**config.mk**
```make
export PLATFORM = sky130hd
export DESIGN_NAME = touch_slot_event_generator_core
export DESIGN_NICKNAME = d
export VERILOG_FILES = /design/src/hw/rtl/tsg_pkg.sv /design/src/hw/rtl/tsg_slot_cell.sv /design/src/hw/rtl/touch_slot_event_generator_core.sv
export SDC_FILE = /design/constraint.sdc
export NUM_CORES = 1
export LEC_CHECK = 0
export BUFFER_PORTS_ARGS = -buffer_cell sky130_fd_sc_hd__buf_2
export CAP_MARGIN = 15
export CORE_MARGIN = 1
export CORE_UTILIZATION = 48
export CTS_BUF_LIST = sky130_fd_sc_hd__clkbuf_4
export DETAILED_ROUTE_END_ITERATION = 16
export HOLD_SLACK_MARGIN = 0.1
export PLACE_DENSITY = 0.68
export SKIP_CTS_REPAIR_TIMING = 1
export SLEW_MARGIN = 20
export SYNTH_ARGS = -nofsm -noshare
export SYNTH_HDL_FRONTEND = slang
export SYNTH_HIERARCHICAL = 1
export SYNTH_SLANG_ARGS = --single-unit
```
**constraint.sdc**
```tcl
create_clock -name clk -period 7.45 [get_ports clk]
set_clock_uncertainty 0.1 [all_clocks]
set_input_delay 1.49 -clock clk [delete_from_list [all_inputs] [get_ports clk]]
set_output_delay 1.49 -clock clk [all_outputs]
set_load 0.005 [all_outputs]
```
**src/hw/rtl/tsg_pkg.sv**
```systemverilog
// Shared types and constants for the touch slot event generator.
// No dependencies; every other file of the block refers to this package.
package tsg_pkg;

	localparam int unsigned COORD_W = 12;
	localparam int unsigned ID_W    = 4;
	localparam int unsigned KIND_W  = 2;

	localparam logic [KIND_W-1:0] KIND_DOWN = 2'd0;
	localparam logic [KIND_W-1:0] KIND_UP   = 2'd1;
	localparam logic [KIND_W-1:0] KIND_MOVE = 2'd2;

	typedef struct packed {
		logic               func;
		logic [ID_W-1:0]    finger_id;
		logic [COORD_W-1:0] raw_x;
		logic [COORD_W-1:0] raw_y;
	} point_item_t;

	typedef struct packed {
		logic [KIND_W-1:0]  event_kind;
		logic [ID_W-1:0]    slot;
		logic [COORD_W-1:0] pos_x;
		logic [COORD_W-1:0] pos_y;
		logic               last_event;
	} evt_item_t;

	// Pending event record held by each cell and shifted along the row.
	typedef struct packed {
		logic      valid;
		evt_item_t item;
	} evt_rec_t;

	// Control broadcast from the frame controller to every cell.
	typedef struct packed {
		logic               point;
		logic [ID_W-1:0]    idx;
		logic [COORD_W-1:0] new_x;
		logic [COORD_W-1:0] new_y;
		logic               eof;
		logic               shift;
	} cell_cmd_t;

endpackage

```
**src/hw/rtl/tsg_slot_cell.sv**
```systemverilog
// One finger slot: stored position, presence and move flags, and an event record.
// Depends on tsg_pkg; instantiated in a row by touch_slot_event_generator_core.
module tsg_slot_cell #(
	parameter int unsigned SLOT_IDX = 0,
	parameter int unsigned KEEP_W   = 12
) (
	input  logic              clk,
	input  logic              arst_n,
	input  tsg_pkg::cell_cmd_t cmd,
	input  tsg_pkg::evt_rec_t  rec_in,
	input  logic              any_above_in,
	output logic              any_above_out,
	output tsg_pkg::evt_rec_t  rec_out
);

	logic [KEEP_W-1:0]  pos_x_q;
	logic [KEEP_W-1:0]  pos_y_q;
	logic               prev_q;
	logic               now_q;
	logic               moved_q;
	tsg_pkg::evt_rec_t  rec_q;

	logic                       hit;
	logic [KEEP_W-1:0]          nx;
	logic [KEEP_W-1:0]          ny;
	logic                       ev_valid;
	logic [tsg_pkg::KIND_W-1:0] ev_kind;

	assign hit = cmd.point && (cmd.idx == tsg_pkg::ID_W'(SLOT_IDX));
	assign nx  = cmd.new_x[KEEP_W-1:0];
	assign ny  = cmd.new_y[KEEP_W-1:0];

	always_comb begin
		ev_valid = 1'b0;
		ev_kind  = tsg_pkg::KIND_MOVE;
		if (now_q != prev_q) begin
			ev_valid = 1'b1;
			ev_kind  = now_q ? tsg_pkg::KIND_DOWN : tsg_pkg::KIND_UP;
		end else if (now_q && moved_q) begin
			ev_valid = 1'b1;
		end
	end

	assign any_above_out = any_above_in | ev_valid;
	assign rec_out       = rec_q;

	always_ff @(posedge clk or negedge arst_n) begin
		if (!arst_n) begin
			pos_x_q <= '0;
			pos_y_q <= '0;
			prev_q  <= 1'b0;
			now_q   <= 1'b0;
			moved_q <= 1'b0;
			rec_q   <= '0;
		end else begin
			if (hit) begin
				if ((nx != pos_x_q) || (ny != pos_y_q)) begin
					pos_x_q <= nx;
					pos_y_q <= ny;
					moved_q <= 1'b1;
				end
				now_q <= 1'b1;
			end
			if (cmd.eof) begin
				rec_q.valid           <= ev_valid;
				rec_q.item.event_kind <= ev_kind;
				rec_q.item.slot       <= tsg_pkg::ID_W'(SLOT_IDX);
				rec_q.item.pos_x      <= tsg_pkg::COORD_W'(pos_x_q);
				rec_q.item.pos_y      <= tsg_pkg::COORD_W'(pos_y_q);
				rec_q.item.last_event <= ev_valid & ~any_above_in;
				prev_q                <= now_q;
				now_q                 <= 1'b0;
				moved_q               <= 1'b0;
			end else if (cmd.shift) begin
				rec_q <= rec_in;
			end
		end
	end

endmodule

```
**src/hw/rtl/touch_slot_event_generator_core.sv**
```systemverilog
// Top level of the touch slot event generator: frame controller, slot row, output register.
// Depends on tsg_pkg and tsg_slot_cell.

// A frame is a run of point transfers closed by one end-of-frame transfer. A point
// transfer updates its slot when it is taken. At the end of a frame every slot cell
// latches its pending event, and the records then shift one cell per cycle towards
// slot 0, which feeds the output register, except while the output side stalls with
// an event at the head; slots without an event are shifted through as well. The block
// therefore accepts nothing after an end-of-frame transfer until all SLOT_COUNT records
// have shifted out, and events leave in ascending slot order with the final one flagged.
module touch_slot_event_generator_core #(
	parameter int unsigned SLOT_COUNT        = 10,
	parameter int unsigned FRAME_POINT_LIMIT = 10,
	parameter int unsigned COORD_BITS        = 12
) (
	input  logic                 clk,
	input  logic                 arst_n,
	input  logic                 frame_valid,
	output logic                 frame_ready,
	input  tsg_pkg::point_item_t frame_item,
	output logic                 evt_valid,
	input  logic                 evt_ready,
	output tsg_pkg::evt_item_t   evt_item
);

	localparam int unsigned KEEP_W =
		(COORD_BITS < tsg_pkg::COORD_W) ? COORD_BITS : tsg_pkg::COORD_W;
	localparam int unsigned PCNT_W = $clog2(FRAME_POINT_LIMIT + 1);
	localparam int unsigned SCAN_W = $clog2(SLOT_COUNT + 1);

	logic [PCNT_W-1:0]   pcnt_q;
	logic [SCAN_W-1:0]   scan_q;
	logic                out_valid_q;
	tsg_pkg::evt_item_t  out_item_q;

	tsg_pkg::cell_cmd_t  cmd;
	tsg_pkg::evt_rec_t   rec_chain [SLOT_COUNT+1];
	logic                any_chain [SLOT_COUNT+1];

	logic accept;
	logic room;
	logic id_ok;
	logic out_free;
	logic head_take;

	assign frame_ready = (scan_q == '0);
	assign accept      = frame_valid && frame_ready;
	assign room        = (pcnt_q < PCNT_W'(FRAME_POINT_LIMIT));
	assign id_ok       = (frame_item.finger_id != '0) &&
	                     (frame_item.finger_id <= tsg_pkg::ID_W'(SLOT_COUNT));
	assign out_free    = !out_valid_q || evt_ready;

	always_comb begin
		cmd.point = accept && !frame_item.func && room && id_ok;
		cmd.idx   = frame_item.finger_id - tsg_pkg::ID_W'(1);
		cmd.new_x = frame_item.raw_y;
		cmd.new_y = frame_item.raw_x;
		cmd.eof   = accept && frame_item.func;
		cmd.shift = (scan_q != '0) && (!rec_chain[0].valid || out_free);
	end

	assign head_take = cmd.shift && rec_chain[0].valid;

	assign rec_chain[SLOT_COUNT] = '0;
	assign any_chain[SLOT_COUNT] = 1'b0;

	for (genvar i = 0; i < SLOT_COUNT; i++) begin : g_cell
		tsg_slot_cell #(
			.SLOT_IDX (i),
			.KEEP_W   (KEEP_W)
		) u_cell (
			.clk           (clk),
			.arst_n        (arst_n),
			.cmd           (cmd),
			.rec_in        (rec_chain[i+1]),
			.any_above_in  (any_chain[i+1]),
			.any_above_out (any_chain[i]),
			.rec_out       (rec_chain[i])
		);
	end

	always_ff @(posedge clk or negedge arst_n) begin
		if (!arst_n) begin
			pcnt_q      <= '0;
			scan_q      <= '0;
			out_valid_q <= 1'b0;
		end else begin
			if (cmd.eof) begin
				pcnt_q <= '0;
				scan_q <= SCAN_W'(SLOT_COUNT);
			end else begin
				if (accept && room) begin
					pcnt_q <= pcnt_q + PCNT_W'(1);
				end
				if (cmd.shift) begin
					scan_q <= scan_q - SCAN_W'(1);
				end
			end
			if (head_take) begin
				out_valid_q <= 1'b1;
			end else if (evt_ready) begin
				out_valid_q <= 1'b0;
			end
		end
	end

	always_ff @(posedge clk) begin
		if (head_take) begin
			out_item_q <= rec_chain[0].item;
		end
	end

	assign evt_valid = out_valid_q;
	assign evt_item  = out_item_q;

endmodule
```
Word level (Yosys, flattened, before mapping). Cells that the tools add are included. W data, S select, Z words.

Memory bits (read-only): 0. Bits in latches: 0. Memories: 0. Output and inout port bits: 33. Flip-flop bits (word level): 630. Memory bits (writable): 0. Logic and storage cells: 395.

$lt $le $gt $ge: 2. Equality and inequality tests: 39. Add/subtract/negate cells: 3. Multiplexer cells: 116. Divide/modulo/power cells: 0. Shift operators: 0. $mul: 0. Bitwise gates (word level): 26. Reductions and logical operators: 91.

Operator list (number): $mux W32 (20); $ne A12 B12 Y1 (20); $mux W1 (82); $reduce_bool A2 Y1 (23); $reduce_and A2 Y1 (20); $logic_and A1 B1 Y1 (29); $mux W2 (10); $eq A4 B3 Y1 const B (4); $mux W4 (4); $logic_or A1 B1 Y1 (12); $ne A1 B1 Y1 (10); $and A1 B1 Y1 (9); $not A1 Y1 (9); $eq A4 B2 Y1 const B (2); $eq A4 B4 Y1 const B (2); $logic_not A4 Y1 (2); $or A1 B1 Y1 (8); $reduce_bool A4 Y1 (2); $sub A4 B1 Y4 const B (2); $add A4 B1 Y4 const B (1); $eq A4 B1 Y1 const B (1); $le A4 B4 Y1 const B (1); $lt A4 B4 Y1 const B (1); $logic_not A1 Y1 (3).

Longest topological paths before layout. Gate-level depths: netlist of run 1.

Depth in word-level cells: 14. Mapped depth: 15. Gate-level depth less buffers: 15.

Cells and area by module. Netlist of run 1, hierarchy kept.

Modules (own cells, without submodules): tsg_slot_cell at g_cell[5].u_cell ... (cells an instance 233, sequential area each 1476.4 um^2, area each 2832.7 um^2, times used 3); tsg_slot_cell at g_cell[4].u_cell ... (cells an instance 233, sequential area each 1476.4 um^2, area each 2844.0 um^2, times used 2); tsg_slot_cell at g_cell[1].u_cell ... (cells an instance 233, sequential area each 1476.4 um^2, area each 2745.1 um^2, times used 2); tsg_slot_cell at g_cell[7].u_cell (cells an instance 231, sequential area each 1476.4 um^2, area each 2746.4 um^2, times used 1); tsg_slot_cell at g_cell[0].u_cell (cells an instance 233, sequential area each 1476.4 um^2, area each 2742.6 um^2, times used 1); tsg_slot_cell at g_cell[3].u_cell (cells an instance 231, sequential area each 1476.4 um^2, area each 2742.6 um^2, times used 1); touch_slot_event_generator_core (cells an instance 99, sequential area each 1156.1 um^2, area each 1570.3 um^2, times used 1).

Least setup slack after synthesis of run 1. Ideal clock, no wire load.

Path type: in2reg. Start: input frame_item[24] in the netlist's numbering. End: register g_cell[7].u_cell.pos_x_q[10]. Slack: 3.819 ns. Cell stages on the path: 7. Required time: 7.225 ns. Arrival time: 3.406 ns. Cell sequence: inv_1 ha_1 xor2_1 nand4_1 a21oi_2 buf_6 mux2_2.

RTL lines: start: declaration (RTL line touch_slot_event_generator_core.sv:20) `input tsg_pkg::point_item_t frame_item,`; end signal: assignment (RTL line tsg_slot_cell.sv:58) `pos_x_q <= nx;`; end: declaration (RTL line tsg_slot_cell.sv:16) `logic [KEEP_W-1:0] pos_x_q;`.

Worst setup path in the final report of run 1.
Start: register scan_q[0]. End: output frame_ready.

Word-level cells in the longest chain between the ends: 1.

RTL lines: start: declaration (RTL line touch_slot_event_generator_core.sv:32) `logic [SCAN_W-1:0] scan_q;`; start signal: assignment (RTL line touch_slot_event_generator_core.sv:90) `scan_q <= SCAN_W'(SLOT_COUNT);`; start signal: assignment (RTL line touch_slot_event_generator_core.sv:96) `scan_q <= scan_q - SCAN_W'(1);`; $logic_not A4 Y1 (RTL line touch_slot_event_generator_core.sv:46) `assign frame_ready = (scan_q == '0);`; end: declaration (RTL line touch_slot_event_generator_core.sv:19) `output logic frame_ready,`.

Every way passes these cells.

==> results, run 1 <==
- Setup violations remaining at the end of the flow were counted as 0.
- The overall power of the completed layout is 11.0 mW.
- The reported max-cap violation count is 0.
- The floorplan die area is 62,400 um2.
- The clock root buffer is sky130_fd_sc_hd__clkbuf_4.
- The initial utilization of the core area, before any placement, comes to 48.7%.
- The detail-routed net length per standard cell is 17.7 um.
- In this run the critical register-to-register path is captured at g_cell[8].u_cell/pos_y_q[2].
- The class of the tightest hold or removal check is in2async.
- The first TritonRoute pass finished after 5 iterations.
- The final hold violation count is 0.
- The via count of the first global-routing pass was 19.0k.
- The maximum clock path buffer count is 3.
- The maximum number of pins on one net before global-route repair is 282.
- Dividing the synthesized area by the synthesized cell count gives 12.2 um2.
- TritonCTS built the clock tree.
- Dividing total power by cell area gives a power density of 339 nW/um2.
- The count of buffers added on input and output ports is 65.
- The worst setup path is captured at an output pin.
- The number of top-level pins is 66.
- The core box area is 60,500 um2.
- For the worst setup path, the data arrival time is 2.47 ns.
- For the finished layout, the period the worst path requires is 4.06 ns.
- The width of the die is 250 um.
- The worst reg2reg path startpoint is scan_q[0].
- The number of sinks driven by the clock tree is 630.
- The worst IR drop on VDD is 181 uV.
- The total CTS buffers is 164.
- Setup total negative slack on the finished layout was measured at 0 ns.
- The largest single stage delay on the critical path is 0.53 ns.
- Once detail routing completed, the nets flagged for antenna violations numbered 0.
- The weighted congestion at the end of routability-driven global placement is 0.771.
- The worst register-to-register path has a setup slack of 3.61 ns.
- The routed via count divided by cell count is 5.30.
- The mapped netlist covers 29,500 um2.
- After clock tree synthesis, the clock-pin slew on the worst setup and hold paths is 0.07 ns.
- Tracing the worst setup path back leads to its startpoint at scan_q[0].
- The measured slew at the worst slew-check pin is 1.10 ns.
- The gate count after technology mapping is 2,424.
- The H-tree was split into 4 levels.
- The detailed-route via count is 18.4k.
- For the worst setup path, the data required time is 5.86 ns.
- From synthesis to final layout, the design area changed by 10.3%.
- The clock latency reported for the late side of the worst-skew pair is 1.01 ns.
- The number of placement rows is 90.
- After the last flow step, the layout net total stands at 2,621.
- The remaining global-route overflow is 0.
- The number of antenna violations at the first check in global routing was 4.
- The analysis attributes to cell leakage a power of 16.7 nW.
- Setup repair after global routing left no endpoint under its margin.
- The worst setup path is launched from a register.
- The count of synthesis-stage warnings from yosys is 6.
- The final max-slew violation count is 0.
- Static timing analysis puts the maximum clock frequency at 247 MHz.
- Of all nets on the critical path, the largest fanout is 9.
- The most critical setup path has its endpoint at frame_ready.
- The worst setup path is of the reg2out kind.
- Walking the worst path, the cells encountered are inv_1 -> ha_1 -> or3b_1 -> clkinv_4 -> buf_2.
- The first global-routing pass estimated 101,000 um of wire.
- Measured against its own limit, the worst slew margin works out to 26.7%.
- After detailed routing, the number of remaining DRC violations is 0.
- The post-detailed-placement half-perimeter wirelength is 39,400 um.
- The length in cells of the worst reg-to-reg path is 9.
- The slowest stage of the critical path is the sky130_fd_sc_hd__or3b_1 cell.
- The number of DRC markers after the initial detailed-route iteration is 1,127.
- The post-route netlist has 22.5% of its cells at a drive strength greater than 1.
- The die is 250 um tall.
- The sum of routed wire length over all layers is 61,600 um.
- The run finished with clean final reports.
- Across every metal layer, demand over resource in global routing totals 20.4%.
- Of the available clock period, the critical path in the final layout requires 54.4%.
critical path: cells and delay by family, from the launching register on:
| family | cells | cell delay (ns) |
|---|---|---|
| simple gates | 1 | 0.53 |
| flops | 1 | 0.38 |
| buf+inv | 3 | 0.34 |
| fa+ha+maj | 1 | 0.20 |
power breakdown:
part,internal (mW),switching [mW]
combinational,1.30,1.37
clock,1.61,1.38
sequential,4.61,0.763
total,7.51,3.51
worst min-delay path by stage:
| stage | cells after the start | slack, ns | to |
|---|---|---|---|
| 2_1_floorplan | 0 | 0.32 | evt_item[0] |
| 6_report | 1 | 0.30 | g_cell[1].u_cell/rec_out[16] |
| 5_1_grt | 1 | 0.25 | g_cell[1].u_cell/rec_out[16] |
| 3_5_place_dp | 0 | 0.33 | evt_item[2] |
| 3_3_place_gp | 0 | 0.33 | evt_item[26] |
| 4_1_cts | 1 | 0.24 | g_cell[1].u_cell/rec_out[16] |
state kept, by name, indices dropped and copies added (netlist names):
register and count:
g_cell.u_cell/rec_out 320, g_cell.u_cell/pos_x_q 120, g_cell.u_cell/pos_y_q 120, evt_item 31
g_cell.u_cell/moved_q 10, g_cell.u_cell/now_q 10, g_cell.u_cell/prev_q 10, pcnt_q 4
scan_q 4, evt_valid 1
final cells by class:
| type | count | area, um2 |
|---|---|---|
| multi-input combinational | 1670 | 12800 |
| tap | 782 | 978 |
| sequential | 630 | 15900 |
| inverter | 26 | 103 |
| timing repair buffer | 81 | 551 |
| antenna | 10 | 25.0 |
| clock inverter | 35 | 221 |
| clock buffer | 248 | 1860 |
| fill | 5161 | 28000 |
per-layer routing:
metal / wire length, um / vias to the layer above / GRT usage, % / part of all wire [%]
li1: - / 8868 / - / -
met1: 30000 / 9196 / 28.5 / 49
met2: 28000 / 285 / 30.8 / 45
met3: 2070 / 97 / 4.10 / 3.4
met4: 1490 / 0 / 8.73 / 2.4
met5: 0 / - / 0 / 0
per-stage QoR:
step	utilization, %	cells	area [um2]	setup WS [ns]	hold WS [ns]
floorplan	-	2457	29600	3.82	0.324
global placement	50.2	3188	30400	2.70	0.332
detailed placement	50.2	3188	30400	2.56	0.332
CTS	53.7	3471	32500	3.29	0.238
global route	53.7	3481	32500	3.17	0.253
finish	53.8	3482	32500	3.39	0.301
cell usage in the layout, fill, tap and decap left out, drive strengths merged, types with 2 or more instances in the layout:
| cell | count |
|---|---|
| xor2 | 194 |
| nand2b | 9 |
| edfxtp | 31 |
| ha | 15 |
| inv | 28 |
| nor4 | 54 |
| nor2b | 28 |
| buf | 81 |
| nand4 | 23 |
| o21ba | 2 |
| a211o | 15 |
| conb | 34 |
| a21oi | 27 |
| or3b | 2 |
| xnor2 | 48 |
| clkinv | 28 |
| o21ai | 281 |
| and3 | 2 |
| a211oi | 10 |
| and4b | 2 |
| clkbuf | 248 |
| mux2i | 298 |
| nor3 | 3 |
| a21boi | 10 |
| diode | 10 |
| bufinv | 3 |
| mux2 | 251 |
| nand4b | 3 |
| clkinvlp | 2 |
| nor2 | 59 |
| dfrtp | 599 |
| and2 | 4 |
| nand2 | 284 |
| nand3 | 3 |
Power figures use the tool's default switching activity.
==> run 2: changes to the inputs <==
Settings changed: PLACE_DENSITY 0.68 to 0.7.
Clock period 7.45 ns to 3.6 ns, I/O delays scaled along.
==> run 2 against run 1 <==
  * Count of clock-buffer cells in the layout is 14 higher
  * Flip-flop and latch count stayed put
  * Register-to-register slack worse by 3.1 ns
  * Combinational power up 110%
  * Core utilization grew 1.5 points
  * Critical endpoint unchanged
  * Power rose by 110%
  * Highest routed layer unchanged
  * Hold slack worse by 0.16 ns
  * Setup slack got worse by 3.1 ns
  * Wire length up 3.2%
==> results, run 2 (synthesized netlist as in run 1, its figures left out) <==
- The fraction of layout cells with a size suffix above 1 was 24.9% (was 22.5%).
- The vertical extent of the die is 250 um (unchanged).
- The static leakage was 17.2 nW (was 16.7 nW).
- The total CTS buffers is 166 (was 164).
- The detailed-route via count is 18.7k (was 18.4k).
- The required arrival time at the worst endpoint was 2.78 ns (was 5.86 ns).
- The clock latency reported for the late side of the worst-skew pair came to 0.98 ns (was 1.01 ns).
- The maximum clock path buffer count is 3 (unchanged).
- The endpoint kind of the worst setup timing path is an output pin (unchanged).
- The detail-routed net length per standard cell is 17.9 um (was 17.7 um).
- The final max-slew violation count came to 0 (unchanged).
- The sum of routed wire length over all layers was 63,600 um (was 61,600 um).
- The total negative slack was 0 ns (unchanged).
- The clock root buffer is sky130_fd_sc_hd__clkbuf_4 (unchanged).
- The category of the most critical setup path is reg2out (unchanged).
- The remaining global-route overflow is 0 (unchanged).
- The number of input and output port buffers inserted is 65 (unchanged).
- The width of the die is 250 um (unchanged).
- The number of antenna violations at the first check in global routing is 4 (unchanged).
- The layout-stage area growth over the synthesis result came to 13.3% (was 10.3%).
- The floorplan die area is 62,400 um2 (unchanged).
- The net switching power of the design came to 7.31 mW (was 3.51 mW).
- The power density over the cells is 694 nW/um2 (was 339 nW/um2).
- The maximum number of pins on one net before global-route repair is 126 (was 282).
- The part of the power in registers was 47.9% (was 48.7%).
- The arrival time at the worst endpoint is 2.45 ns (was 2.47 ns).
- RSZ-0062 raised after global routing: no (unchanged).
- The number of optimization iterations in the first detailed-route pass came to 5 (unchanged).
- The length in cells of the worst reg-to-reg path is 15 (was 9).
- The flip-flop count of the largest register after layout came to 320 (unchanged).
- The TritonCTS clock tree was done (unchanged).
- Status: completed (unchanged).
- The part of the power in combinational logic is 24.6% (was 24.2%).
- The final hold violation count is 0 (unchanged).
- The wire length of the first global-routing pass was 104,000 um (was 101,000 um).
- The measured slew at the worst slew-check pin came to 0.805 ns (was 1.10 ns).
- The class of the tightest hold or removal check is in2reg (was in2async).
- The weighted congestion at the end of routability-driven global placement is 0.808 (was 0.771).
- The routed via count divided by cell count is 5.28 (was 5.30).
- The count of nets left with antenna violations after detail routing is 0 (unchanged).
- The overall power of the completed layout is 23.2 mW (was 11.0 mW).
- The worst setup margin is 0.329 ns (was 3.39 ns).
- Commonest non-fill, non-tap cells in the layout: sky130_fd_sc_hd__dfrtp_1, sky130_fd_sc_hd__mux2i_1, sky130_fd_sc_hd__nand2_1 (unchanged).
- The internal power component was 15.9 mW (was 7.51 mW).
- The count of placed standard cells in the final layout, fillers left out is 3,552 (was 3,482).
- The number of H-tree branching levels is 4 (unchanged).
- The clock-pin transition on the worst setup and hold timing paths is 0.07 ns (about the same).
- The reported max-cap violation count is 0 (unchanged).
- The number of sinks driven by the clock tree is 630 (unchanged).
- The via count of the first global-routing pass was 19.7k (was 19.0k).
- The number of instances in the placed design came to 3,258 (was 3,188).
- The number of setup violations in the final report is 0 (unchanged).
- The initial cell density of the core is 48.7% (unchanged).
- The kind of launch point of the worst setup path is a register (unchanged).
- The final routed DRC violation total is 0 (unchanged).
- The routed design could run at a clock period as short as 3.27 ns.
- The net switching fraction of the power is 31.6% (was 31.9%).
- The number of stages on the worst hold path is 2.
- The maximum clock rate is 306 MHz.
- The number of DRC markers after the initial detailed-route iteration came to 1,064 (was 1,127).
- The core box area is 60,500 um2 (unchanged).
- The worst slack at placement is 0.315 ns (was 2.56 ns).
- The normalized max-slew margin was 45.8% (was 26.7%).
- The worst IR drop on VDD is 341 uV (was 181 uV).
- The relative contribution of the clock network to total power was 27.5% (was 27.1%).
- The largest driver fanout on the critical path is 9 (unchanged).
- The post-layout net count was 2,695 (was 2,621).
- The post-detailed-placement half-perimeter wirelength came to 42,600 um (was 39,400 um).
- The combined global-route utilization of all metal layers came to 21.0% (was 20.4%).
- The number of placement rows is 90 (unchanged).
- The part of the cycle the worst path needs is 90.9%.
- The most common cell after layout, fill and taps aside is sky130_fd_sc_hd__dfrtp_1 (unchanged).
- The number of top-level pins came to 66 (unchanged).
[run 2: cell count changes in the layout (fill, tap and decap cells not counted), sizes merged]
cell / previous run / this run
clkinv: 28 / 16
clkinvlp: 2 / 1
dlygate4sd3: 0 / 3
buf: 81 / 150
diode: 10 / 6
clkbuf: 248 / 262
bufinv: 3 / 4
[run 2: layer usage]
metal	vias up	global-route usage (%)	wire length, um
li1	8991	-	-
met1	9359	29.1	31100
met2	287	32.1	28800
met3	104	3.64	1840
met4	0	9.72	1760
met5	-	0	0
[run 2: power by group through the flow]
stage	Sequential [mW]	Clock, mW	Combinational [mW]
2_1_floorplan	10.5	0	4.39
3_3_place_gp	11.1	0	5.44
3_5_place_dp	11.2	0	5.74
4_1_cts	11.1	6.60	5.76
5_1_grt	11.3	6.97	6.38
6_report	11.1	6.38	5.69
[run 2: critical path, stage by stage (launching register included)]
cell	delay, ns
sky130_fd_sc_hd__dfrtp_1	0.39
sky130_fd_sc_hd__inv_1	0.12
sky130_fd_sc_hd__ha_1	0.19
sky130_fd_sc_hd__or3b_1	0.53
sky130_fd_sc_hd__clkinv_4	0.12
sky130_fd_sc_hd__buf_2	0.11
[run 2: path summary, 6_finish.rpt]
path,slack [ns],startpoint,to
min,0.14,frame_item[6],g_cell[8].u_cell/pos_x_q[6]
min reg2reg,0.35,g_cell[8].u_cell/rec_out[26],g_cell[7].u_cell/rec_out[26]
max,0.33,scan_q[0],frame_ready
max reg2reg,0.50,g_cell[9].u_cell/now_q,g_cell[0].u_cell/rec_out[0]
min in group asynchronous,0.22,arst_n,g_cell[0].u_cell/rec_out[18]
max in group asynchronous,2.23,arst_n,g_cell[9].u_cell/rec_out[2]
[run 2: metrics by stage]
| step | hold slack [ns] | area [um2] | util, % |
|---|---|---|---|
| 2_1_floorplan | 0.324 | 29600 | - |
| 6_report | 0.143 | 33400 | 55.2 |
| 3_5_place_dp | 0.335 | 31200 | 51.6 |
| 5_1_grt | 0.0783 | 33400 | 55.2 |
| 3_3_place_gp | 0.334 | 31200 | 51.6 |
| 4_1_cts | -0.473 | 33400 | 55.2 |
[run 2: layout make-up]
type / count / area (um2)
Antenna cell: 6 / 15.0
Clock buffer: 262 / 1970
Clock inverter: 23 / 196
Fill cell: 5116 / 27100
Inverter: 26 / 103
Multi-Input combinational cell: 1670 / 12800
Sequential cell: 630 / 15900
Tap cell: 782 / 978
Timing Repair Buffer: 153 / 1380
==> run 3: changes to the inputs <==
Settings changed: SYNTH_HIERARCHICAL 1 to default.
==> run 3 against run 2 <==
  * Synthesized area fell by 7.2%
  * Synthesized cell count is 0.25% lower
  * Global-route usage increased by 2.2 points
  * Hold slack improved by 0.027 ns
  * Final cell count decreased by 4.6%
  * Combinational power fell by 47%
  * Power decreased by 24%
  * Sequential power is 24% lower
  * Maximum frequency is 3.5% higher
  * Flip-flop and latch count fell by 12
  * Core utilization is 1.2 points lower
  * Setup slack gained 0.11 ns
==> results, run 3 <==
- The average cell area after synthesis is 11.3 um2 (was 12.2 um2).
- The net switching fraction of the power came to 29.7% (was 31.6%).
- The width of the die came to 241 um (was 250 um).
- The number of antenna violations at the first check in global routing is 2 (was 4).
- The kind of launch point of the worst setup path was a register (unchanged).
- The detailed-route via count is 18.5k (was 18.7k).
- The core box area is 56,400 um2 (was 60,500 um2).
- The part of the cycle the worst path needs was 87.8% (was 90.9%).
- The post-route core utilization was 54.1% (was 55.2%).
- The number of H-tree branching levels came to 4 (unchanged).
- The number of instances in the placed design is 3,109 (was 3,258).
- The sum of routed wire length over all layers is 63,600 um (about the same).
- The clock-pin transition on the worst setup and hold timing paths was 0.06 ns (was 0.07 ns).
- The via count of the first global-routing pass is 19.3k (was 19.7k).
- The static leakage is 14.6 nW (was 17.2 nW).
- The largest driver fanout on the critical path came to 4 (was 9).
- The maximum clock rate is 316 MHz (was 306 MHz).
- The number of sinks driven by the clock tree is 618 (was 630).
- The fraction of layout cells with a size suffix above 1 is 22.1% (was 24.9%).
- The number of top-level pins was 66 (unchanged).
- The number of distinct library cell variants in the gate-level netlist after synthesis is 48.
- Counting every net in the synthesized netlist gives 2,464.
- The final hold violation count is 0 (unchanged).
- The predominant post-synthesis flop cell is sky130_fd_sc_hd__dfrtp_1.
- The reg2reg setup slack came to 0.50 ns (about the same).
- The fraction of registers with async set/reset is 95.0%.
- The endpoint of the worst-slack reg-to-reg timing path was g_cell[6].u_cell.pos_y_q[11] (was g_cell[0].u_cell/rec_out[0]).
- The total CTS buffers was 160 (was 166).
- The measured slew at the worst slew-check pin is 0.974 ns (was 0.805 ns).
- The post-layout net count was 2,568 (was 2,695).
- The reported max-cap violation count is 0 (unchanged).
- The destination of the worst hold path was g_cell[7].u_cell.now_q (was g_cell[8].u_cell/pos_x_q[6]).
- The relative contribution of the clock network to total power was 34.9% (was 27.5%).
- The worst reg2reg path startpoint is scan_q[0] (was g_cell[9].u_cell/now_q).
- By area the synthesized netlist is led by sky130_fd_sc_hd__dfrtp_1, sky130_fd_sc_hd__nand2_1, sky130_fd_sc_hd__xnor2_1.
- The internal power component is 12.4 mW (was 15.9 mW).
- In this run, synthesis produced a sequential element count of 618.
- The vertical extent of the die came to 241 um (was 250 um).
- The TritonCTS clock tree is done (unchanged).
- The worst IR drop on VDD came to 379 uV (was 341 uV).
- The power density over the cells is 579 nW/um2 (was 694 nW/um2).
- The most common cell after layout, fill and taps aside was sky130_fd_sc_hd__dfrtp_1 (unchanged).
- The final critical path time including I/O delays and setup is 3.16 ns (was 3.27 ns).
- Among all cell types in the netlist, the one instantiated most often is sky130_fd_sc_hd__dfrtp_1.
- The part of the power in combinational logic came to 17.1% (was 24.6%).
- The arrival time at the worst endpoint came to 2.34 ns (was 2.45 ns).
- The number of setup violations in the final report is 0 (unchanged).
- Commonest non-fill, non-tap cells in the layout: sky130_fd_sc_hd__dfrtp_1, sky130_fd_sc_hd__nand2_1, sky130_fd_sc_hd__clkbuf_4 (was sky130_fd_sc_hd__dfrtp_1, sky130_fd_sc_hd__mux2i_1, sky130_fd_sc_hd__nand2_1).
- The class of the tightest hold or removal check is in2reg (unchanged).
- The number of enable flip-flop cells after synthesis is 31.
- For this run, the register share of the synthesized area comes to 57.1%.
- The count of placed standard cells in the final layout, fillers left out is 3,390 (was 3,552).
- The overall power of the completed layout came to 17.6 mW (was 23.2 mW).
- The endpoint kind of the worst setup timing path was an output pin (unchanged).
- The required arrival time at the worst endpoint is 2.78 ns (about the same).
- The layout-stage area growth over the synthesis result was 11.5% (was 13.3%).
- The net switching power of the design is 5.24 mW (was 7.31 mW).
- The number of stages on the worst hold path is 3 (was 2).
- The detail-routed net length per standard cell is 18.7 um (was 17.9 um).
- The category of the most critical setup path is reg2out (unchanged).
- The floorplan die area is 58,000 um2 (was 62,400 um2).
- The library cell occupying the most area in the post-synthesis netlist is sky130_fd_sc_hd__dfrtp_1.
- The fill cell total of the finished layout came to 4,892 (was 5,116).
- The count of synthesis-stage warnings from yosys is 0 (was 6).
- The final-layout worst hold slack is 0.170 ns (was 0.143 ns).
- The total negative slack is 0 ns (unchanged).
- The number of DRC markers after the initial detailed-route iteration is 1,346 (was 1,064).
- The flip-flop count of the largest register after layout was 308 (was 320).
- The initial cell density of the core is 48.5% (was 48.7%).
- The combined global-route utilization of all metal layers is 23.1% (was 21.0%).
- The number of input and output port buffers inserted is 65 (unchanged).
- The final max-slew violation count came to 0 (unchanged).
- The routed via count divided by cell count is 5.47 (was 5.28).
- The wire length of the first global-routing pass came to 104,000 um (about the same).
- The post-synth design cell area was 27,400 um2 (was 29,500 um2).
- RSZ-0062 raised after global routing: no (unchanged).
- After synthesis, the most frequently instantiated cells are sky130_fd_sc_hd__dfrtp_1, sky130_fd_sc_hd__nand2_1, sky130_fd_sc_hd__xnor2_1, sky130_fd_sc_hd__a22oi_1, sky130_fd_sc_hd__mux2_2.
- The clock latency reported for the late side of the worst-skew pair is 1.01 ns (was 0.98 ns).
- The final routed DRC violation total is 0 (unchanged).
- In this run the biggest area consumer among cell types represents 53.7% of the synthesized area.
- The clock root buffer is sky130_fd_sc_hd__clkbuf_4 (unchanged).
- The length in cells of the worst reg-to-reg path is 7 (was 15).
- The gate count after technology mapping is 2,418 (was 2,424).
- The maximum number of pins on one net before global-route repair was 172 (was 126).
- The launch instance of the worst min-delay path is frame_item[27] (was frame_item[6]).
- The part of the power in registers was 48.0% (was 47.9%).
- The remaining global-route overflow is 0 (unchanged).
- The weighted congestion at the end of routability-driven global placement came to 0.827 (was 0.808).
- The normalized max-slew margin was 34.9% (was 45.8%).
- The maximum clock path buffer count came to 3 (unchanged).
- Status: completed (unchanged).
- The post-detailed-placement half-perimeter wirelength came to 40,600 um (was 42,600 um).
- The start point of the critical path is scan_q[0] (unchanged).
- The count of nets left with antenna violations after detail routing is 0 (unchanged).
- The number of optimization iterations in the first detailed-route pass is 7 (was 5).
- The number of placement rows is 87 (was 90).
==> run 3: layer usage <==
layer / GRT usage [%] / up-vias / part of all wire (%)
met4: 9.69 / 0 / 3.1
met5: 0 / - / 0
li1: - / 8637 / -
met2: 36.4 / 489 / 48
met3: 5.19 / 103 / 4.9
met1: 30.9 / 9298 / 44
==> run 3: critical path, cell delays in order (launching register included) <==
cell	delay, ns
sky130_fd_sc_hd__dfrtp_1	0.41
sky130_fd_sc_hd__inv_1	0.10
sky130_fd_sc_hd__ha_1	0.24
sky130_fd_sc_hd__nor3b_2	0.41
sky130_fd_sc_hd__buf_2	0.20
==> run 3: cell families after synthesis <==
family	share of synthesized area [%]
and+or+nand+nor	11.3
DFF	57.1
AOI/OAI and AO/OA	9.57
xor gates and xnor gates	7.78
muxes	10.2
buffers and inverters	3.41
adders and majority gates	0.595
==> run 3: worst max path at each step <==
| stage | endpoint | slack, ns | cells after the start |
|---|---|---|---|
| after floorplan | evt_item[0] | 0.23 | 8 |
| after global placement | g_cell[6].u_cell.pos_y_q[11] | 0.49 | 6 |
| after detailed placement | g_cell[6].u_cell.pos_x_q[1] | 0.42 | 6 |
| after CTS | frame_ready | 0.33 | 4 |
| after global routing | frame_ready | 0.25 | 4 |
| final | frame_ready | 0.44 | 4 |
==> run 3: layout make-up <==
cell class,count,area (um2),share of cell area [%]
Antenna cell,5,12.5,0.0410
Clock buffer,250,1880,6.15
Clock inverter,19,190,0.624
Inverter,13,48.8,0.160
Multi-Input combinational cell,1610,10800,35.6
Sequential cell,618,15600,51.2
Tap cell,756,946,3.10
Timing Repair Buffer,119,950,3.11
==> run 3: power groups by stage <==
stage	Sequential (mW)	Clock, mW	Combinational (mW)
after floorplan	8.46	0	2.05
after global placement	8.55	0	2.93
after detailed placement	8.59	0	3.02
after CTS	8.47	6.32	3.02
after global routing	8.59	6.71	3.35
final	8.47	6.16	3.01
==> run 3: stage by stage <==
stage | instance area (um2) | setup slack [ns]
global placement | 28300 | 0.489
global route | 30500 | 0.250
floorplan | 27400 | 0.231
detailed placement | 28300 | 0.422
CTS | 30400 | 0.325
finish | 30500 | 0.440
